**src/rtl/tcac_pkg.sv**
```systemverilog
// ----------------------------------------------------------------------------
// tcac_pkg: shared types and constants of the text cell alpha compositor
// Holds the action codes, the cell record and the rounded divide by 255.
// ----------------------------------------------------------------------------
package tcac_pkg;

   localparam logic [1:0] ACT_BLEND    = 2'd0;
   localparam logic [1:0] ACT_STORE    = 2'd1;
   localparam logic [1:0] ACT_READ     = 2'd2;
   // The spare code behaves as a read.
   localparam logic [1:0] ACT_READ_ALT = 2'd3;

   localparam logic [20:0] SPACE_GLYPH = 21'd32;
   localparam logic [7:0]  OPAQUE      = 8'd255;

   typedef struct packed {
      logic [7:0]  bg_red;
      logic [7:0]  bg_green;
      logic [7:0]  bg_blue;
      logic [7:0]  bg_alpha;
      logic [7:0]  fg_red;
      logic [7:0]  fg_green;
      logic [7:0]  fg_blue;
      logic [7:0]  fg_alpha;
      logic [20:0] glyph;
      logic [7:0]  style;
   } cell_type;

   // Queue entry between the front and the back part.
   typedef struct packed {
      logic [1:0]  action;
      logic        in_range;
      cell_type    src;
   } op_type;

   // Rounded division of a 16-bit blend sum by 255: q = (n + 127) / 255.
   // A blend sum is at most 65025, so m = n + 127 stays below 65536, and
   // q = (m + (m >> 8) + 1) >> 8 is exact over that range.
   function automatic logic [7:0] div255(input logic [16:0] n);
      logic [17:0] m;
      logic [17:0] t;
      begin
         m = {1'b0, n} + 18'd127;
         t = m + (m >> 8) + 18'd1;
         div255 = t[15:8];
      end
   endfunction

   // Alpha-over of one component: round((s*a + d*(255-a))/255).
   function automatic logic [7:0] mix(input logic [7:0] s, input logic [7:0] d,
                                      input logic [7:0] a);
      logic [16:0] n;
      begin
         n = ({9'd0, s} * {9'd0, a}) + ({9'd0, d} * {9'd0, OPAQUE - a});
         mix = div255(n);
      end
   endfunction

endpackage

```
**src/rtl/tcac_front.sv**
```systemverilog
// ----------------------------------------------------------------------------
// tcac_front: input stage and command queue
// Accepts request transactions and queues them for the back.
// ----------------------------------------------------------------------------
module tcac_front #(
   parameter int DEPTH      = 4
) (
   input  logic              clock,
   input  logic              reset,
   input  logic              push,
   output logic              full,
   input  tcac_pkg::op_type  op_in,
   output logic              op_valid,
   output tcac_pkg::op_type  op_out,
   input  logic              op_take
);
   import tcac_pkg::*;

   localparam int AW = $clog2(DEPTH);

   op_type         q_ff [DEPTH];
   logic [AW-1:0]  wr_ff, wr_in, rd_ff, rd_in;
   logic [AW:0]    cnt_ff, cnt_in;
   logic           do_push, do_pop;

   assign full     = (cnt_ff == (AW+1)'(DEPTH));
   assign op_valid = (cnt_ff != '0);
   assign op_out   = q_ff[rd_ff];
   assign do_push  = push && !full;
   assign do_pop   = op_take && op_valid;

   always_comb begin
      wr_in  = do_push ? ((wr_ff == AW'(DEPTH-1)) ? '0 : wr_ff + 1'b1) : wr_ff;
      rd_in  = do_pop  ? ((rd_ff == AW'(DEPTH-1)) ? '0 : rd_ff + 1'b1) : rd_ff;
      cnt_in = cnt_ff + (AW+1)'(do_push) - (AW+1)'(do_pop);
   end

   always_ff @(posedge clock) begin
      if (reset) begin
         wr_ff  <= '0;
         rd_ff  <= '0;
         cnt_ff <= '0;
      end else begin
         wr_ff  <= wr_in;
         rd_ff  <= rd_in;
         cnt_ff <= cnt_in;
      end
   end

   always_ff @(posedge clock) begin
      if (do_push) q_ff[wr_ff] <= op_in;
   end

   assert property (@(posedge clock) disable iff (reset)
      cnt_ff <= (AW+1)'(DEPTH)) else $error("queue count overflow");
   assert property (@(posedge clock) disable iff (reset)
      (do_push && !do_pop) |=> cnt_ff == $past(cnt_ff) + 1'b1)
      else $error("queue count did not grow");
   assert property (@(posedge clock) disable iff (reset)
      (do_pop && !do_push) |=> cnt_ff == $past(cnt_ff) - 1'b1)
      else $error("queue count did not shrink");

endmodule

```
**config.mk**
```make
export PLATFORM = sky130hd
export DESIGN_NAME = tcac_front
export DESIGN_NICKNAME = d
export VERILOG_FILES = /design/src/rtl/tcac_pkg.sv /design/src/rtl/tcac_front.sv
export SDC_FILE = /design/constraint.sdc
export NUM_CORES = 1
export LEC_CHECK = 0
export BUFFER_PORTS_ARGS = -buffer_cell sky130_fd_sc_hd__buf_4
export CORE_ASPECT_RATIO = 0.6
export CORE_MARGIN = 2
export CORE_UTILIZATION = 55
export DETAILED_ROUTE_END_ITERATION = 10
export PLACE_DENSITY = 0.82
export SYNTH_ARGS = -nofsm -noshare
export SYNTH_HDL_FRONTEND = slang
export SYNTH_SLANG_ARGS = --single-unit
```
**constraint.sdc**
```tcl
create_clock -name clock -period 7.18 [get_ports clock]
set_input_delay 0.359 -clock clock [delete_from_list [all_inputs] [get_ports clock]]
set_output_delay 0.359 -clock clock [all_outputs]
set_load 0.005 [all_outputs]
```
==> metrics <==
status=finished clean; die area=27400 um2; Die H=129 um; DRT antenna net count=0; fin cells=1142; Total Wirelength=26.8 mm; Syn Area/Cell=25.9 um2; IO Port Bufs=197; fin crit period=3.62 ns; sequential area share after synthesis=81.6%; most common flop cell mapped by yosys=edfxtp_1; CTS tree=done; vias in the first global route=6855; grt ovf=0; Req. time, crit path=6.82 ns; layout cells sized above 1=44.6%; H-tree Lvls=2; Max rail drop VDD=0.251 mV; post-synth net total=661; post-CTS sizing=0; CP max FO=57; final hold viol count=0; DR WL/cell=23.5 um; leading area contributor after synthesis=edfxtp_1; Fillers=1592; first-pass GRT wire length=40.5 mm; Syn Std Cell Area=14300 um2; Detail Route met3 WL=2.26 mm; Setup crit end kind=output pin; buffer count from post-CTS setup fixing=0; drt via density=5.59; Max Freq=0.276 GHz; Met1 Routed Length=11.3 mm; Post-synth top cells=edfxtp_1 (384), mux4_2 (96), buf_2 (11); most frequent cell after synthesis=edfxtp_1; distinct cell type count after synthesis=27; largest cells by area after synthesis=edfxtp_1 (80%), mux4_2 (15%), dfxtp_1 (1.3%); worst setup margin=3.56 ns; Max-Cap Viols=0; Mapped Cells=553; Synth Register Bits=393; Post-synth EDFFs=384; diode count=0; largest net degree at the start of global routing=62; Final period util=50.4%; dpl cells=1084; worst r2r src=cnt_ff[1]; clk slew on worst S/H paths=0.07 ns; Starting DRT DRC Count=445; final net count=877; Rows=45; top routing layer used=met4; clk sinks=393; Area Growth Syn to Fin=19.9%; pre-CTS WS=4.00 ns; cts hold-fix bufs=0; CTS buffer count=35; core region area=25400 um2; Setup Crit Path Kind=flip-flop to output pin; setup tns final=0 ns; initial antenna violation count=0; CTS max path bufs=3; final setup violation count=0; Initial Util=56.4%; First-pass DRT Iterations=4; clk root buf=clkbuf_16; worst slew pin tran=1.14 ns; Layout Skew=0.0164 ns; Die Wd=213 um; WP data arrival=3.26 ns; pwr dens=344 nW/um2; ys async rst share=0%; Global Route Usage Sum=20.1%; placed wire-length estimate=16.1 mm; post-synth top area share=80.4%; IO Count=198; routability congestion estimate=0.762; min-delay worst type=primary input to flip-flop; RSZ-0062 raised after global routing=false; fin. max-slew vios=0; via count=6383; clock latency at the later pin of the worst-skew pair=0.52 ns; yosys warns=0; Leak=5.75 nW; Residual DRC=0; slew margin rel.=24.1%; crit start category=flip-flop; HP Start=op_in[26]; Routed met2 length=12.8 mm
[layout make-up]
type                            count  area, um2  area share, %
Timing Repair Buffer              203       1520           8.86
Clock buffer                       45        956           5.56
Multi-Input combinational cell    129       2450           14.2
Inverter                            7       26.3          0.153
Sequential cell                   393      11700           68.1
Tap cell                          352        440           2.56
Clock inverter                     13       91.3          0.531
[logic make-up after synthesis]
kind of cell	share of synthesized area, %
flip-flops	81.6
multiplexers	15.1
buffers and inverters	1.40
AND/OR/NAND/NOR	0.759
adder cells (fa/ha/maj)	0.750
AO/OA/AOI/OAI	0.262
XOR/XNOR	0.0611
[state kept, by name, summed over array words and instances, names as in the netlist, named ones only]
register  cells
q_ff        384
cnt_ff        3
rd_ff         2
wr_ff         2
[critical path, stage by stage (launching register included)]
cell	delay (ns)
dfxtp_4	0.86
buf_4	0.99
mux4_2	0.66
buf_4	0.16
[worst paths after layout]
kind / endpoint / slack (ns) / cells past startpoint
max: op_out[82] / 3.56 / 3
max reg2reg: q_ff[0][30] / 4.57 / 3
min reg2reg: flip-flop / 0.49 / 2
min: q_ff[1][26] / 0.03 / 1
[metrics by stage]
stage	power, W	utilization, %	area [um2]	hold slack (ns)
CTS	0.00600	67.6	17200	0.00401
detailed placement	0.00425	63.5	16200	0.486
floorplan	0.00364	-	14300	0.458
global route	0.00617	67.6	17200	0.0119
finish	0.00592	67.6	17200	0.0314
global placement	0.00420	63.5	16200	0.466
[report_power, final]
| part | switching [W] | internal (W) | leakage [nW] |
|---|---|---|---|
| Sequential | 0.000123 | 0.00281 | 3.59 |
| Clock | 0.000769 | 0.000974 | 0.505 |
| Combinational | 0.000541 | 0.000706 | 1.65 |
[layer usage]
| layer | GRT usage (%) | vias to the layer above |
|---|---|---|
| met3 | 6.52 | 46 |
| met5 | 0 | - |
| met4 | 5.76 | 0 |
| met1 | 27.6 | 3306 |
| li1 | - | 2791 |
| met2 | 31.7 | 240 |
[layout by cell type, fill, tap and decap left out, types with 2 or more instances in the layout]
cell,instances
edfxtp_1,384
buf_4,203
mux4_2,96
clkbuf_16,37
clkbuf_1,8
inv_1,7
ha_1,7
dfxtp_1,7
clkinv_1,6
and3_4,4
nor2_1,3
clkinv_2,3
nor3_1,2
nand3_1,2
a21oi_1,2
dfxtp_4,2
clkinvlp_4,2
Note: power is estimated with default switching activity, not from simulation.
